## config.mk

```make
export PLATFORM = sky130hd
export DESIGN_NAME = selective_repeat_block_fetch
export DESIGN_NICKNAME = d
export VERILOG_FILES = /design/src/design/srbf_pkg.sv /design/src/design/selective_repeat_block_fetch.sv /design/src/design/srbf_core.sv
export SDC_FILE = /design/constraint.sdc
export NUM_CORES = 1
export LEC_CHECK = 0
export BUFFER_PORTS_ARGS = -buffer_cell sky130_fd_sc_hd__buf_2
export CAP_MARGIN = 20
export CORE_MARGIN = 2
export CORE_UTILIZATION = 50
export DETAILED_ROUTE_END_ITERATION = 12
export PLACE_DENSITY_LB_ADDON = 0.25
export SETUP_SLACK_MARGIN = 0.05
export SLEW_MARGIN = 15
export SYNTH_ARGS = -nofsm -noshare
export SYNTH_HDL_FRONTEND = slang
export SYNTH_HIERARCHICAL = 1
export SYNTH_SLANG_ARGS = --single-unit
```

## constraint.sdc

```tcl
create_clock -name clk -period 5.4 [get_ports clk]
set_clock_uncertainty 0.1 [all_clocks]
set_input_delay 0.81 -clock clk [delete_from_list [all_inputs] [get_ports clk]]
set_output_delay 0.81 -clock clk [all_outputs]
set_load 0.02 [all_outputs]
```

## src/design/srbf_pkg.sv

```systemverilog
// srbf_pkg: shared types, codes and constants of the block-fetch client.
// No dependencies; used by srbf_core and selective_repeat_block_fetch.
`timescale 1ns / 1ps
`default_nettype none

package srbf_pkg;

  localparam int NUM_PIECES_DEF = 8;
  localparam int POS_BITS_DEF   = 40;

  localparam int FILE_ID_W = 31;
  localparam int MASK_W    = 8;
  localparam int ATT_W     = 4;
  localparam int SLOT_W    = 3;

  localparam logic [ATT_W-1:0] RETRY_RESET = 4'd5;
  localparam logic [ATT_W-1:0] ATTEMPT_MAX = 4'hF;

  // configuration register indexes (byte address = 4 * index)
  localparam logic CFG_FILE_ID = 1'b0;
  localparam logic CFG_RETRY   = 1'b1;

  typedef enum logic [2:0] {
    FN_TICK  = 3'd0,
    FN_UP    = 3'd1,
    FN_DOWN  = 3'd2,
    FN_PKT   = 3'd3,
    FN_FETCH = 3'd4
  } func_t;

  localparam logic [1:0] PK_PARAMS = 2'd0;
  localparam logic [1:0] PK_DATA   = 2'd1;

  typedef enum logic [2:0] {
    EV_NAME    = 3'd0,
    EV_QUERY   = 3'd1,
    EV_PARAMS  = 3'd2,
    EV_PIECE   = 3'd3,
    EV_NOTHING = 3'd4,
    EV_FAIL    = 3'd5,
    EV_PROXY   = 3'd6,
    EV_LOST    = 3'd7
  } ev_t;

  typedef enum logic [3:0] {
    PH_ASK   = 4'b0001,
    PH_KNOWN = 4'b0010,
    PH_FETCH = 4'b0100,
    PH_DONE  = 4'b1000
  } phase_t;

  typedef struct packed {
    phase_t             phase;
    logic [ATT_W-1:0]   attempts;
    logic               ticking;
    logic [MASK_W-1:0]  wanted;
    logic [MASK_W-1:0]  received;
  } srbf_state_t;

  typedef struct packed {
    logic [2:0]         func;
    logic [1:0]         kind;
    logic [MASK_W-1:0]  pmask;
    logic [MASK_W-1:0]  nmask;
    logic               conn;
    logic               proxy;
  } srbf_item_t;

  typedef struct packed {
    logic               has;
    ev_t                ev;
    logic [MASK_W-1:0]  req_mask;
    logic [SLOT_W-1:0]  slot;
    logic               piece_valid;
    logic               done;
  } srbf_res_t;

endpackage : srbf_pkg

`default_nettype wire

```

## src/design/selective_repeat_block_fetch.sv

```systemverilog
// selective_repeat_block_fetch: top level of the block-fetch client.
// Depends on srbf_pkg and srbf_core; holds APB registers, state and the two item stages.
`timescale 1ns / 1ps
`default_nettype none

// Usage
//   Input channel (in_valid/in_ready): one event per transfer - retry tick,
//   channel up, channel down, decoded packet, or a fetch-block request.
//   Result channel (out_valid/out_ready): zero or one result per event; events
//   that cause nothing (early ticks, ignored packets, unused codes) are dropped.
//   APB port: file_id at byte address 0, retry_limit at 4; pready is always
//   high, reads return the register. Write only while the block is idle.
// Timing
//   An accepted event lands in an input register; when the result register is
//   free or being emptied, srbf_core runs it against the state and loads the
//   result register. One event can be taken every cycle while out_ready stays
//   high: the state update in srbf_core is the only loop, so throughput is
//   1 item/cycle.
// Stalls
//   While the result register is full and out_ready is low, the input register
//   holds; in_ready drops only when both stages are occupied.
// Reset
//   rst_n (synchronous, active low): phase back to asking for parameters,
//   counters and masks cleared, timer stopped, file_id 0, retry_limit 5.
module selective_repeat_block_fetch
  import srbf_pkg::*;
#(
  parameter int NUM_PIECES = NUM_PIECES_DEF,
  parameter int POS_BITS   = POS_BITS_DEF
) (
  input  wire logic                 clk,
  input  wire logic                 rst_n,
  // APB configuration
  input  wire logic                 psel,
  input  wire logic                 penable,
  input  wire logic                 pwrite,
  input  wire logic [2:0]           paddr,
  input  wire logic [31:0]          pwdata,
  output logic [31:0]               prdata,
  output logic                      pready,
  // input channel
  input  wire logic                 in_valid,
  output logic                      in_ready,
  input  wire logic [2:0]           in_func,
  input  wire logic [1:0]           in_pkt_kind,
  input  wire logic [POS_BITS-1:0]  in_pkt_pos,
  input  wire logic [MASK_W-1:0]    in_pkt_mask,
  input  wire logic [POS_BITS-1:0]  in_new_block,
  input  wire logic [MASK_W-1:0]    in_new_mask,
  input  wire logic                 in_chan_connected,
  input  wire logic                 in_chan_via_proxy,
  // result channel
  output logic                      out_valid,
  input  wire logic                 out_ready,
  output logic [2:0]                out_event_res,
  output logic [FILE_ID_W-1:0]      out_req_file_id,
  output logic [POS_BITS-1:0]       out_req_pos,
  output logic [MASK_W-1:0]         out_req_mask,
  output logic [POS_BITS-1:0]       out_file_length,
  output logic [SLOT_W-1:0]         out_piece_slot,
  output logic                      out_piece_valid,
  output logic [MASK_W-1:0]         out_got_mask,
  output logic                      out_block_done
);

  // ---------------- configuration registers ----------------
  logic [FILE_ID_W-1:0] file_id_r;
  logic [ATT_W-1:0]     retry_limit_r;
  logic                 cfg_wr;

  assign pready = 1'b1;
  assign cfg_wr = psel && penable && pwrite;

  always_ff @(posedge clk) begin
    if (!rst_n) begin
      file_id_r     <= '0;
      retry_limit_r <= RETRY_RESET;
    end else if (cfg_wr) begin
      if (paddr[2] == CFG_FILE_ID) begin
        file_id_r <= pwdata[FILE_ID_W-1:0];
      end else begin
        retry_limit_r <= pwdata[ATT_W-1:0];
      end
    end
  end

  always_comb begin
    if (paddr[2] == CFG_RETRY) begin
      prdata = {{(32-ATT_W){1'b0}}, retry_limit_r};
    end else begin
      prdata = {1'b0, file_id_r};
    end
  end

  // ---------------- input stage ----------------
  logic                in_vld_r;
  srbf_item_t          item_r;
  logic [POS_BITS-1:0] pkt_pos_r;
  logic [POS_BITS-1:0] new_block_r;
  logic                adv;      // input stage hands its event to the core

  assign adv      = in_vld_r && (!out_valid || out_ready);
  assign in_ready = !in_vld_r || adv;

  always_ff @(posedge clk) begin
    if (!rst_n) begin
      in_vld_r <= 1'b0;
    end else if (in_ready) begin
      in_vld_r <= in_valid;
    end
  end

  always_ff @(posedge clk) begin
    if (in_valid && in_ready) begin
      item_r.func  <= in_func;
      item_r.kind  <= in_pkt_kind;
      item_r.pmask <= in_pkt_mask;
      item_r.nmask <= in_new_mask;
      item_r.conn  <= in_chan_connected;
      item_r.proxy <= in_chan_via_proxy;
      pkt_pos_r    <= in_pkt_pos;
      new_block_r  <= in_new_block;
    end
  end

  // ---------------- protocol state ----------------
  srbf_state_t         st_r,     st_nxt;
  logic [POS_BITS-1:0] block_r,  block_nxt;
  logic [POS_BITS-1:0] length_r, length_nxt;
  srbf_res_t           res;
  logic [POS_BITS-1:0] req_pos;

  srbf_core #(
    .NUM_PIECES (NUM_PIECES),
    .POS_BITS   (POS_BITS)
  ) u_core (
    .st          (st_r),
    .block       (block_r),
    .length      (length_r),
    .item        (item_r),
    .pkt_pos     (pkt_pos_r),
    .new_block   (new_block_r),
    .retry_limit (retry_limit_r),
    .st_nxt      (st_nxt),
    .block_nxt   (block_nxt),
    .length_nxt  (length_nxt),
    .res         (res),
    .req_pos     (req_pos)
  );

  always_ff @(posedge clk) begin
    if (!rst_n) begin
      st_r.phase    <= PH_ASK;
      st_r.attempts <= '0;
      st_r.ticking  <= 1'b0;
      st_r.wanted   <= '0;
      st_r.received <= '0;
      block_r       <= '0;
      length_r      <= '0;
    end else if (adv) begin
      st_r     <= st_nxt;
      block_r  <= block_nxt;
      length_r <= length_nxt;
    end
  end

  // ---------------- result register ----------------
  logic out_valid_r;
  logic send_ev;

  assign out_valid = out_valid_r;
  assign send_ev   = res.ev == EV_NAME || res.ev == EV_QUERY;

  always_ff @(posedge clk) begin
    if (!rst_n) begin
      out_valid_r <= 1'b0;
    end else if (adv) begin
      out_valid_r <= res.has;
    end else if (out_ready) begin
      out_valid_r <= 1'b0;
    end
  end

  always_ff @(posedge clk) begin
    if (adv && res.has) begin
      out_event_res   <= res.ev;
      out_req_file_id <= send_ev ? file_id_r : '0;
      out_req_pos     <= req_pos;
      out_req_mask    <= res.req_mask;
      out_file_length <= length_nxt;
      out_piece_slot  <= res.slot;
      out_piece_valid <= res.piece_valid;
      out_got_mask    <= st_nxt.received;
      out_block_done  <= res.done;
    end
  end

  // ---------------- assertions ----------------
  // a query always enters the fetch phase
  assert property (@(posedge clk) disable iff (!rst_n)
    adv && res.has && res.ev == EV_QUERY |=> st_r.phase == PH_FETCH)
    else $error("query did not enter fetch phase");

  // a new fetch clears received pieces and counts one attempt
  assert property (@(posedge clk) disable iff (!rst_n)
    adv && item_r.func == FN_FETCH && res.ev == EV_QUERY
    |=> st_r.received == '0 && st_r.attempts == 4'd1)
    else $error("fetch did not restart piece tracking");

  // a query never asks for an empty set of pieces
  assert property (@(posedge clk) disable iff (!rst_n)
    out_valid_r && out_event_res == EV_QUERY |-> out_req_mask != '0)
    else $error("query with empty piece mask");

endmodule : selective_repeat_block_fetch

`default_nettype wire

```

## src/design/srbf_core.sv

```systemverilog
// srbf_core: per-event decision logic (next state and result) of the fetch client.
// Depends on srbf_pkg. Purely combinational; registers live in the top level.
`timescale 1ns / 1ps
`default_nettype none

module srbf_core
  import srbf_pkg::*;
#(
  parameter int NUM_PIECES = NUM_PIECES_DEF,
  parameter int POS_BITS   = POS_BITS_DEF
) (
  input  var srbf_state_t        st,
  input  var logic [POS_BITS-1:0] block,
  input  var logic [POS_BITS-1:0] length,
  input  var srbf_item_t         item,
  input  var logic [POS_BITS-1:0] pkt_pos,
  input  var logic [POS_BITS-1:0] new_block,
  input  var logic [ATT_W-1:0]   retry_limit,
  output srbf_state_t            st_nxt,
  output logic [POS_BITS-1:0]    block_nxt,
  output logic [POS_BITS-1:0]    length_nxt,
  output srbf_res_t              res,
  output logic [POS_BITS-1:0]    req_pos
);

  localparam logic [MASK_W-1:0] PIECE_MSK = MASK_W'((1 << NUM_PIECES) - 1);

  logic [MASK_W-1:0] pmask;
  logic [MASK_W-1:0] nmask;
  logic [SLOT_W-1:0] low_slot;
  logic              low_any;

  assign pmask = item.pmask & PIECE_MSK;
  assign nmask = item.nmask & PIECE_MSK;

  // lowest set bit of the packet mask
  always_comb begin
    low_slot = '0;
    low_any  = 1'b0;
    for (int i = MASK_W - 1; i >= 0; i--) begin
      if (pmask[i]) begin
        low_slot = SLOT_W'(i);
        low_any  = 1'b1;
      end
    end
  end

  always_comb begin
    st_nxt          = st;
    block_nxt       = block;
    length_nxt      = length;
    res.has         = 1'b0;
    res.ev          = EV_NAME;
    res.slot        = '0;
    res.piece_valid = 1'b0;
    res.done        = 1'b0;
    res.req_mask    = '0;
    req_pos         = '0;

    unique case (item.func)
      FN_TICK: begin
        if (st.ticking) begin
          if (st.attempts > retry_limit) begin
            res.has = 1'b1;
            res.ev  = EV_FAIL;
          end else if (st.phase == PH_ASK) begin
            res.has = 1'b1;
            res.ev  = EV_NAME;
          end else if (st.phase == PH_FETCH) begin
            res.has = 1'b1;
            res.ev  = EV_QUERY;
          end
        end
      end
      FN_UP: begin
        st_nxt.ticking = 1'b1;
        res.has        = 1'b1;
        res.ev         = EV_NAME;
      end
      FN_DOWN: begin
        res.has = 1'b1;
        res.ev  = (st.phase == PH_ASK && item.conn && !item.proxy) ? EV_PROXY : EV_LOST;
      end
      FN_PKT: begin
        if (st.phase == PH_ASK && item.kind == PK_PARAMS) begin
          length_nxt      = pkt_pos;
          st_nxt.phase    = PH_KNOWN;
          st_nxt.attempts = '0;
          res.has         = 1'b1;
          res.ev          = EV_PARAMS;
        end else if (st.phase == PH_FETCH && item.kind == PK_DATA && pkt_pos == block) begin
          if (low_any) begin
            st_nxt.received[low_slot] = 1'b1;
          end
          st_nxt.attempts = '0;
          res.has         = 1'b1;
          res.ev          = EV_PIECE;
          res.slot        = low_slot;
          res.piece_valid = low_any;
          if ((st.wanted & st_nxt.received) == st.wanted) begin
            st_nxt.phase = PH_DONE;
            res.done     = 1'b1;
          end
        end
      end
      FN_FETCH: begin
        res.has = 1'b1;
        if (nmask == '0) begin
          st_nxt.phase = PH_DONE;
          res.ev       = EV_NOTHING;
        end else begin
          block_nxt       = new_block;
          st_nxt.wanted   = nmask;
          st_nxt.received = '0;
          st_nxt.attempts = '0;
          res.ev          = EV_QUERY;
        end
      end
      default: begin
      end
    endcase

    // every send is one attempt; a query also enters the fetch phase
    if (res.has && (res.ev == EV_NAME || res.ev == EV_QUERY)) begin
      if (st_nxt.attempts != ATTEMPT_MAX) begin
        st_nxt.attempts = st_nxt.attempts + 4'd1;
      end
    end
    if (res.has && res.ev == EV_QUERY) begin
      st_nxt.phase = PH_FETCH;
      req_pos      = block_nxt;
      res.req_mask = st_nxt.wanted ^ st_nxt.received;
    end
  end

endmodule : srbf_core

`default_nettype wire

```

Word-level counts from Yosys, hierarchy flattened
Index checks and enable logic that the tools add are counted.

Bitwise logic cells: 6. $add $sub $neg: 1. Order comparisons: 3. Mux-type cells: 53. Equal/unequal tests: 14. Reductions and logical operators: 30.

Operators with widths (number): $mux W40 (4); $mux W8 (9); $mux W4 (12); $eq A40 B40 Y1 (1); $pmux W8 S2 (2); $mux W31 (1); $mux W3 (9); $pmux W4 S5 (1); $mux W16 (1); $logic_and A1 B1 Y1 (13); $mux W1 (13); $and A8 B8 Y8 (1); $eq A8 B8 Y1 (1); $logic_not A8 Y1 (1); $ne A4 B1 Y1 const B (2); $or A8 B8 Y8 (1); $xor A8 B8 Y8 (1); $eq A3 B1 Y1 const B (2); $eq A3 B2 Y1 const B (2); $logic_not A3 Y1 (2); $reduce_and A2 Y1 (3); $reduce_and A5 Y1 (1); $add A4 B1 Y4 const B (1); $eq A4 B1 Y1 const B (1); 16 further kinds (22).

Word-level logic and storage cells: 135. Register bits after elaboration: 380. Output and inout port bits: 170. Input port bits: 145.

Logic depth before layout (Yosys ltp)
Gate-level depths: netlist of run 1.

Depth in word-level cells: 26. Gate-level depth with buffers: 13. Gate-level depth less buffers: 12.

Modules after synthesis
The synthesis of run 1 kept the hierarchy.

Modules (own cells, without submodules): selective_repeat_block_fetch (seq. area each 9989.6 sq um, instances 1, area an instance 13123.8 sq um, cells each 930); srbf_core (seq. area each 0.0 sq um, instances 1, area an instance 3118.0 sq um, cells each 470).

Worst setup path after synthesis of run 1
Ideal clock, no wire load.

Path type: reg2reg. From: register st_r[22] in the netlist's numbering. To: register out_block_done (enable). Arrival time: 4.755 ns. Setup slack: 0.034 ns. Data required time: 4.789 ns. Setup time: 0.511 ns. Clock period less this slack: 5.366 ns. Buffers on the path: 0. Cell stages (with the launch flop): 7. Cells stage by stage: dfxtp_1 -> or4b_4 -> or3_1 -> a31oi_2 -> nor2b_1 -> a21oi_1 -> and2_1.

RTL lines: start: declaration (line selective_repeat_block_fetch.sv:127) `srbf_state_t st_r, st_nxt;`; start signal: assignment (line selective_repeat_block_fetch.sv:161) `st_r <= st_nxt;`; end signal: assignment (line selective_repeat_block_fetch.sv:194) `out_block_done <= res.done;`; end: declaration (line selective_repeat_block_fetch.sv:63) `output logic out_block_done`.

==> results of run 1 <==
## layer usage
metal	vias up	global-route usage, %	routed length, um	share of wire [%]
li1	5471	-	-	-
met5	-	0	41	0.11
met2	369	38.45	18510	48
met1	5358	29.15	16490	43
met3	76	3.557	2312	6.0
met4	6	7.872	1149	3.0
## power by group through the flow
stage / Clock (uW) / Sequential, uW / Combinational, uW
after floorplan: 0 / 3320 / 249
after global placement: 0 / 3290 / 434
after detailed placement: 0 / 3290 / 439
after CTS: 2850 / 3230 / 442
after global routing: 2950 / 3230 / 474
final: 2780 / 3230 / 437
## metrics by stage
| step | worst slack (ps) | instance area [um^2] |
|---|---|---|
| 2_1_floorplan | 1213 | 16240 |
| 3_3_place_gp | 1631 | 18030 |
| 3_5_place_dp | 1549 | 18030 |
| 4_1_cts | 1530 | 19380 |
| 5_1_grt | 1279 | 19390 |
| 6_report | 1553 | 19390 |
## worst max-delay path, delay by kind of cell, from the launching register on
kind / cells / cell delay [ps]
buf+inv: 1 / 550
flops: 1 / 410
xor+xnor: 1 / 400
compound gates: 2 / 490
simple gates: 5 / 1490
## flip-flops by register name, summed over array words and instances, names as in the netlist, 23 cells and up
signal           cells
out_req_pos         40
item_r              23
block_r             40
new_block_r         40
pkt_pos_r           40
out_req_file_id     31
st_r                25
out_file_length     40
length_r            40
file_id_r           31
## cell type report
| class | count | share of cell area, % |
|---|---|---|
| Timing Repair Buffer | 321 | 8.615 |
| Clock inverter | 14 | 0.8389 |
| Antenna cell | 4 | 0.05163 |
| Clock buffer | 60 | 6.137 |
| Sequential cell | 380 | 51.52 |
| Multi-Input combinational cell | 926 | 29.78 |
| Inverter | 13 | 0.2517 |
| Tap cell | 435 | 2.807 |
## cells in the mapped netlist, types with 11 or more instances
| cell | number |
|---|---|
| buf_6 | 12 |
| o21ai_0 | 45 |
| dfxtp_1 | 142 |
| nand3_1 | 41 |
| clkbuf_1 | 28 |
| a21oi_2 | 41 |
| a21oi_1 | 11 |
| mux2_2 | 44 |
| xnor2_1 | 45 |
| and2_1 | 33 |
| buf_2 | 29 |
| nor2b_1 | 38 |
| nand4_1 | 22 |
| edfxtp_1 | 238 |
| nor2_1 | 17 |
| inv_1 | 11 |
| nand2_1 | 381 |
| mux2i_1 | 106 |
## kinds of logic after synthesis
kind of cell / count (synthesis) / synth area share, %
other cells: 2 / 0.04624
compound gates: 141 / 6.263
fa+ha+maj: 5 / 0.3852
xor+xnor: 48 / 2.727
flops: 380 / 61.51
buf+inv: 94 / 3.135
mux: 150 / 9.583
simple gates: 580 / 16.35
## worst paths after layout
| check | from | to | slack (ps) | cells past startpoint |
|---|---|---|---|---|
| worst max-delay path | pkt_pos_r[30] | out_piece_slot[0] | 1550 | 9 |
| worst min-delay path | length_r[7] | length_r[7] | 350 | 2 |
| worst max register to register | pkt_pos_r[30] | out_piece_slot[0] | 1550 | 9 |
| worst min register to register | length_r[7] | length_r[7] | 350 | 2 |
==> impl_metrics.json, run 1 <==
{
  "p_sw_uw": 1446,
  "first_global_vias": 11110,
  "drive_gt1_share_pct": 29.00,
  "rsz0062_at_grt": "false",
  "dr.pass1.iters": 7,
  "synth_area_leaders": "edfxtp_1 44%, dfxtp_1 18%, nand2_1 8.8%",
  "worst_pin_slew_ps": 1036,
  "h-tree-depth": 2,
  "track_usage_pct": 22.49,
  "grt_max_degree": 149,
  "power-per-cell-area_mw_per_mm2": 332.6,
  "synth_edf_count": 238,
  "clk_pin_slew_ps": 60,
  "final_cells": 2153,
  "via_count": 11280,
  "viasPerCell": 5.239,
  "syn_to_final_growth_pct": 19.37,
  "cts_setup_buffers": 0,
  "synth_warnings": 6,
  "dieWidth_um": 184.2,
  "cts_inserted_buffers": 40,
  "final_common_cell": "nand2_1",
  "p_comb_share_pct": 6.8,
  "syn-instance-count": 1400,
  "drv_cap": 0,
  "pwr-share-seq_pct": 50.0,
  "multi_input_area_mm2": 0.005773,
  "row_count": 65,
  "path_cells": "xnor2_1, nand4_1, nor4_2, nand3_1, a31oi_2, nor2b_1, a21oi_1, and2_4, buf_4",
  "cp-end-kind": "flop",
  "place_hpwl_um": 25150,
  "fin_crit_sh_pct": 71.24,
  "fin_nets": 1832,
  "hp-class": "flop to flop",
  "synth-seq-area-share_pct": 61.51,
  "cellInternalPower_uw": 5002,
  "setup_violations": 0,
  "clock_latency_ps": 530,
  "syn_area_mm2": 0.01624,
  "die_area_mm2": 0.03394,
  "cts_root_buf": "clkbuf_16",
  "postRouteAntennaNets": 0,
  "slowest_delay_ps": 550,
  "critPathSlowestCell": "buf_4",
  "post-route-min-period_ps": 3847,
  "most-common-layout-cells": "380 x nand2_1, 308 x buf_2, 238 x edfxtp_1",
  "yosysUniqueCellTypes": 69,
  "regArea_mm2": 0.009990,
  "fill_cells": 2590,
  "routed_wl_um": 38510,
  "ctsResizeCount": 0,
  "initial_core_util_pct": 51.08,
  "io_buffers": 309,
  "relSlewSlack_pct": 30.32,
  "swShare_pct": 22.42,
  "required_ps": 5460,
  "clock_sinks": 380,
  "cts_buffer_depth": 3,
  "hold_ws_ps": 354.6,
  "dieHeight_um": 184.2,
  "drc": 0,
  "overflow": 0,
  "path_class": "flop to flop",
  "p_leak_uw": 0.007323,
  "wl_per_cell_um": 17.89,
  "cp-start-kind": "flop",
  "synth_nets": 1550,
  "async_flop_share_pct": 0,
  "setup_tns_ps": 0,
  "finalMaxSlewViolations": 0,
  "worstPathArrival_ps": 3900,
  "clockPowerShare_pct": 43.2,
  "grt_pass1_wl_um": 59370,
  "antenna_found_initial": 7,
  "finalHoldViolCount": 0,
  "crit_fanout": 39,
  "fmax_ghz": 0.2600,
  "ir_drop_uv": 263.6,
  "synth_seq_cells": 380,
  "synth_area_leader_cell": "edfxtp_1",
  "fin_util_pct": 60.97,
  "outcome": "completed",
  "synth_area_per_cell_um2": 11.60,
  "drtIter0Drc": 693,
  "cts_tree": "yes",
  "ys.flop_type": "edfxtp_1",
  "io_pins": 315,
  "finalPower_uw": 6448,
  "synth_top_area_share_pct": 44.00,
  "dp_cells": 2075,
  "core_area_mm2": 0.03180,
  "hold_buffers": 0,
  "finalWeightedCongestion": 0.8263
}
(Power assumes the default switching activity.)
==> run 2: changes to the inputs <==
- ABC_AREA: default -> 1
- clock period: 5.4 -> 3.2 ns (I/O delays scaled with it)
==> run 2 against run 1 <==
Sequential cell count unchanged. Largest power group unchanged. Critical path depth increased by 8. Core utilization about the same. Setup slack got worse by 1100 ps. Fmax increased by 39%. Routed wire length increased by 10%. Largest cell class unchanged. Hold slack got worse by 330 ps. Total power increased by 80%. Global-route usage increased by 1.6 points. Synthesized cell count increased by 36%.
==> impl_metrics.json, run 2 <==
{
  "swShare_pct": 24.14,
  "cts_tree": "yes",
  "use_met3_pct": 4.069,
  "p_comb_share_pct": 10.0,
  "final_common_cell": "nor2_1",
  "synth_area_leaders": "edfxtp_1 43%, dfxtp_1 17%, nor2_1 9.7%",
  "power-per-cell-area_mw_per_mm2": 583.2,
  "cts_setup_buffers": 0,
  "synth-seq-area-share_pct": 60.14,
  "clk_pin_slew_ps": 60,
  "ctsResizeCount": 0,
  "synth_nets": 2056,
  "grt_pass1_wl_um": 64980,
  "path_depth": 17,
  "synth_edf_count": 238,
  "postRouteAntennaNets": 0,
  "worst_pin_slew_ps": 673.7,
  "viasPerCell": 4.979,
  "critPathSlowestCell": "edfxtp_1",
  "drtIter0Drc": 1084,
  "ys.flop_type": "edfxtp_1",
  "regToRegSetupSlack_ps": 440,
  "finalMaxSlewViolations": 0,
  "clock_sinks": 380,
  "hold_ws_ps": 25.14,
  "antenna_found_initial": 4,
  "post-route-min-period_ps": 2764,
  "hold_buffers": 0,
  "finalWeightedCongestion": 0.8825,
  "required_ps": 3510,
  "finalHoldViolCount": 0,
  "setup_tns_ps": 0,
  "path_class": "flop to flop",
  "most-common-layout-cells": "429 x nor2_1, 365 x nand2_1, 308 x buf_2",
  "fmax_ghz": 0.3618,
  "setup_violations": 0,
  "crit_family": "simple AND/OR/NAND/NOR gates",
  "dr.pass1.iters": 5,
  "clockPowerShare_pct": 41.9,
  "overflow": 0,
  "synth_seq_cells": 380,
  "syn_to_final_growth_pct": 19.76,
  "synth_area_leader_cell": "edfxtp_1",
  "r2r_start": "item_r[20]",
  "drc": 0,
  "p_leak_uw": 0.009224,
  "via_count": 13320,
  "met1_usage_pct": 33.26,
  "pwr-share-seq_pct": 48.0,
  "first_global_vias": 12410,
  "wl_per_cell_um": 15.89,
  "h-tree-depth": 2,
  "io_pins": 315,
  "worstPathArrival_ps": 3070,
  "cts_inserted_buffers": 41,
  "cp-start-kind": "flop",
  "path_cells": "nor2_1, inv_2, nor2_2, inv_2, nor3_2, nor2_1, nand2_2, inv_1, nor2_1, ha_1, nand4_1, nand2_2, inv_1, nand2_1, nand2_1, o21ai_0, nor2_1",
  "hp-class": "input port to flop",
  "async_flop_share_pct": 0,
  "cp-end-kind": "flop",
  "regArea_mm2": 0.009990,
  "yosysMostFrequentCell": "nor2_1",
  "ir_drop_uv": 459.1,
  "reg2reg_to": "st_r[17]",
  "grt_max_degree": 104,
  "setup_ws_ps": 436.2,
  "synth_warnings": 6,
  "drive_gt1_share_pct": 20.04,
  "path_common_cell": "nor2_1",
  "syn_area_mm2": 0.01661,
  "p_sw_uw": 2800,
  "fin_crit_sh_pct": 86.37,
  "rsz0062_at_grt": "false",
  "worst_r2r_path_depth": 17,
  "cts_root_buf": "clkbuf_16",
  "fill_cells": 2816,
  "worstPathBufferInverterCount": 4,
  "routed_wl_um": 42510,
  "fin_nets": 2347,
  "track_usage_pct": 24.13,
  "multi_input_area_mm2": 0.005086,
  "dieHeight_um": 186.3,
  "row_count": 66,
  "place_hpwl_um": 29020,
  "top_usage_layer": "met2",
  "io_buffers": 309,
  "cp-endpoint": "st_r[17]",
  "yosysUniqueCellTypes": 43,
  "crit_fanout": 12,
  "die_area_mm2": 0.03469,
  "core_area_mm2": 0.03262,
  "relSlewSlack_pct": 55.09,
  "syn-instance-count": 1906,
  "met2_usage_pct": 39.08,
  "crit_start": "item_r[20]",
  "slowest_delay_ps": 450,
  "cts_buffer_depth": 3,
  "synth_area_per_cell_um2": 8.714,
  "pre_cts_ws_ps": 470.4,
  "clock_latency_ps": 530,
  "synth_top_cells_by_count": "431 x nor2_1, 366 x nand2_1, 270 x inv_1",
  "cellInternalPower_uw": 8801,
  "drv_cap": 0,
  "initial_core_util_pct": 50.92,
  "outcome": "completed",
  "synth_top_area_share_pct": 43.03,
  "dieWidth_um": 186.3
}
## run 2: changes by cell type after synthesis, moves of 15 or more
cell,change
a21oi_2,-41
and2_1,-31
inv_1,+259
mux2_2,-44
mux2i_1,-106
nand2_1,-15
nand3_1,+15
nor2_1,+414
nor2b_1,-38
o21ai_0,+140
xnor2_1,-35
## run 2: logic make-up after synthesis
kind of cell | share of synthesized area, %
adder cells (fa/ha/maj) | 0.3766
buffers and inverters | 9.311
flip-flops | 60.14
other | 0.04521
AND/OR/NAND/NOR | 22.89
XOR/XNOR | 0.5800
AO/OA/AOI/OAI | 6.659
## run 2: per-layer routing
| metal | vias to the layer above | part of all wire, % |
|---|---|---|
| li1 | 6593 | - |
| met1 | 6085 | 43 |
| met2 | 559 | 46 |
| met3 | 77 | 8.2 |
| met4 | 4 | 2.3 |
| met5 | - | 0.061 |
## run 2: how the worst min path moves through the flow
stage | startpoint | end | slack [ps] | cells past startpoint
final | in_new_block[20] | new_block_r[20] | 30 | 1
after global routing | in_new_block[11] | new_block_r[11] | 2 | 1
after CTS | in_new_block[35] | new_block_r[35] | 6 | 1
after detailed placement | st_r[8] | st_r[8] | 370 | 2
after global placement | file_id_r[7] | file_id_r[7] | 360 | 2
after floorplan | retry_limit_r[2] | retry_limit_r[2] | 350 | 2
## run 2: through the flow
stage / cells / utilization, % / instance area [um^2] / power (uW)
5_1_grt: 2673 / 60.97 / 19890 / 12050
3_3_place_gp: 2596 / 56.67 / 18490 / 6795
2_1_floorplan: 1906 / - / 16620 / 6451
6_report: 2675 / 60.98 / 19890 / 11600
4_1_cts: 2672 / 60.96 / 19880 / 11670
3_5_place_dp: 2596 / 56.67 / 18490 / 6834
## run 2: cell type report
cell class,instances,share of cell area [%]
Antenna cell,3,0.03774
Clock buffer,58,5.894
Clock inverter,18,1.139
Inverter,282,5.378
Multi-Input combinational cell,1163,25.57
Sequential cell,380,50.22
Tap cell,442,2.780
Timing Repair Buffer,329,8.982
## run 2: power groups by stage
stage          clock (uW)  sequential (uW)  combinational [uW]
6_report             4860             5570                1160
5_1_grt              5140             5600                1320
3_3_place_gp            0             5660                1130
3_5_place_dp            0             5670                1160
4_1_cts              4930             5570                1160
2_1_floorplan           0             5710                 744
==> run 3: changes to the inputs <==
- ABC_AREA: 1 -> default
- CORE_ASPECT_RATIO: default -> 0.8
==> run 3 against run 2 <==
Setup slack worse by 230 ps. Design area up 1.5%. Routed wire length decreased by 4.6%. Combinational power is 28% lower. Count of clock-buffer cells in the layout did not move. Critical endpoint unchanged.
==> impl_metrics.json, run 3 (synthesis gave the netlist of run 1 again) <==
{
  "path_cells": "or4_4, nor2_2, nor3_4, nor2_1, a21oi_2, buf_4, nor2b_1, ha_1, nand3_1, buf_4, a311o_1, nand2_1, mux2i_1",
  "fin_nets": 1897,
  "initial_core_util_pct": 50.35,
  "path_common_cell": "buf_4",
  "hp-class": "input port to flop",
  "dr.pass1.iters": 6,
  "pre_cts_ws_ps": 81.70,
  "die_area_mm2": 0.03395,
  "drive_gt1_share_pct": 31.98,
  "cts_buffer_depth": 3,
  "cts_tree": "yes",
  "min_path_cells": 1,
  "final_cell_area_mm2": 0.02019,
  "io_buffers": 309,
  "viasPerCell": 5.258,
  "worst_pin_slew_ps": 991.1,
  "hold_path_end": "pkt_pos_r[29]",
  "critPathSlowestCell": "or4_4",
  "final_common_cell": "nand2_1",
  "path_class": "flop to flop",
  "drtIter0Drc": 813,
  "place_hpwl_um": 27070,
  "via_count": 11620,
  "setup_tns_ps": 0,
  "first_global_vias": 11230,
  "reg2reg_to": "st_r[17]",
  "routed_wl_um": 40550,
  "relSlewSlack_pct": 33.93,
  "finalHoldViolCount": 0,
  "antenna_found_initial": 4,
  "min-delay-start": "in_pkt_pos[29]",
  "overflow": 0,
  "worstPathArrival_ps": 3280,
  "post-route-min-period_ps": 2990,
  "finalMaxSlewViolations": 0,
  "ir_drop_uv": 383.3,
  "cp-end-kind": "flop",
  "fmax_ghz": 0.3344,
  "grt_max_degree": 105,
  "dp_cells": 2105,
  "power-per-cell-area_mw_per_mm2": 542.3,
  "dieHeight_um": 165.2,
  "io_pins": 315,
  "clk_pin_slew_ps": 60,
  "postRouteAntennaNets": 0,
  "setup_ws_ps": 209.8,
  "final_cells": 2209,
  "clock_latency_ps": 540,
  "row_count": 59,
  "dieWidth_um": 205.5,
  "track_usage_pct": 23.36,
  "core_area_mm2": 0.03226,
  "grt_pass1_wl_um": 61040,
  "most-common-layout-cells": "380 x nand2_1, 308 x buf_2, 238 x edfxtp_1",
  "drv_cap": 0,
  "setup_violations": 0,
  "p_leak_uw": 0.007752,
  "worst_r2r_path_depth": 13,
  "syn_to_final_growth_pct": 24.31,
  "cts_inserted_buffers": 40,
  "wl_per_cell_um": 18.36,
  "outcome": "completed",
  "drc": 0,
  "regToRegSetupSlack_ps": 210,
  "cp-start-kind": "flop",
  "rsz0062_at_grt": "false",
  "h-tree-depth": 2,
  "clock_sinks": 380,
  "required_ps": 3490,
  "fin_crit_sh_pct": 93.44,
  "placed_area_mm2": 0.01843,
  "finalWeightedCongestion": 0.8319,
  "cts_root_buf": "clkbuf_16",
  "slowest_delay_ps": 570,
  "r2r_start": "item_r[7]",
  "crit_fanout": 7
}
-- run 3: cell types whose count changed in the layout (fill, tap and decap cells not counted), moves of 21 or more --
cell,delta
nor2b_1,+37
and2_1,+29
xnor2_2,+21
dlygate4sd3_1,+24
mux2i_1,+106
o21ai_0,-139
a21oi_2,+42
nor2_1,-414
mux2_2,+44
inv_1,-256
buf_4,+29
-- run 3: worst max path at each step --
stage	endpoint	from	slack [ps]	depth (start not counted)
5_1_grt	st_r[17]	pkt_pos_r[1]	50	14
4_1_cts	st_r[17]	pkt_pos_r[7]	70	13
2_1_floorplan	out_block_done	st_r[24]	40	6
3_3_place_gp	st_r[17]	pkt_pos_r[9]	120	13
6_report	st_r[17]	item_r[7]	210	13
3_5_place_dp	st_r[17]	item_r[2]	80	13
-- run 3: area by class of cell --
type,count,area [um^2]
inverters,13,48.80
repair buffers,386,2318
well taps,427,534.3
fillers,2560,12070
diodes,3,7.507
flip-flops and latches,380,9993
multi-input cells,926,5953
clock inverters,16,175.2
clock buffers,58,1160
-- run 3: what timing repair did --
item / CTS / global route
gates resized for setup: 0 / 25
hold buffers: 24 / 0
endpoints found under the setup margin: 0 / 133
hold endpoints to repair: 24 / 0
buffers inserted: 0 / 3
-- run 3: report_power, final --
part | internal, uW | switching (uW) | leakage, uW
Sequential | 5360 | 86.8 | 0.00340
Clock | 2780 | 1890 | 0.000654
Combinational | 317 | 516 | 0.00369
-- run 3: worst max-delay path, delay by kind of cell, from the launching register on --
kind,cells,cell delay [ps]
buf+inv,2,340
fa+ha+maj,1,210
flops,1,410
mux,1,60
compound gates,2,400
simple gates,7,1320
-- run 3: through the flow --
stage          utilization, %  hold slack (ps)  total power (uW)
6_report                62.59            21.58             10950
5_1_grt                 62.57            2.832             11330
4_1_cts                 62.00           0.4039             11040
3_5_place_dp            57.12            346.5              6341
3_3_place_gp            57.12            338.3              6330
2_1_floorplan               -            331.3              6019
-- run 3: layer usage --
metal  GRT usage, %  up-vias  share of wire [%]
li1               -     5597                  -
met3          4.553       71                6.8
met1          33.08     5581                 45
met5              0        -              0.042
met2          36.61      364                 46
met4          6.835        2                2.3
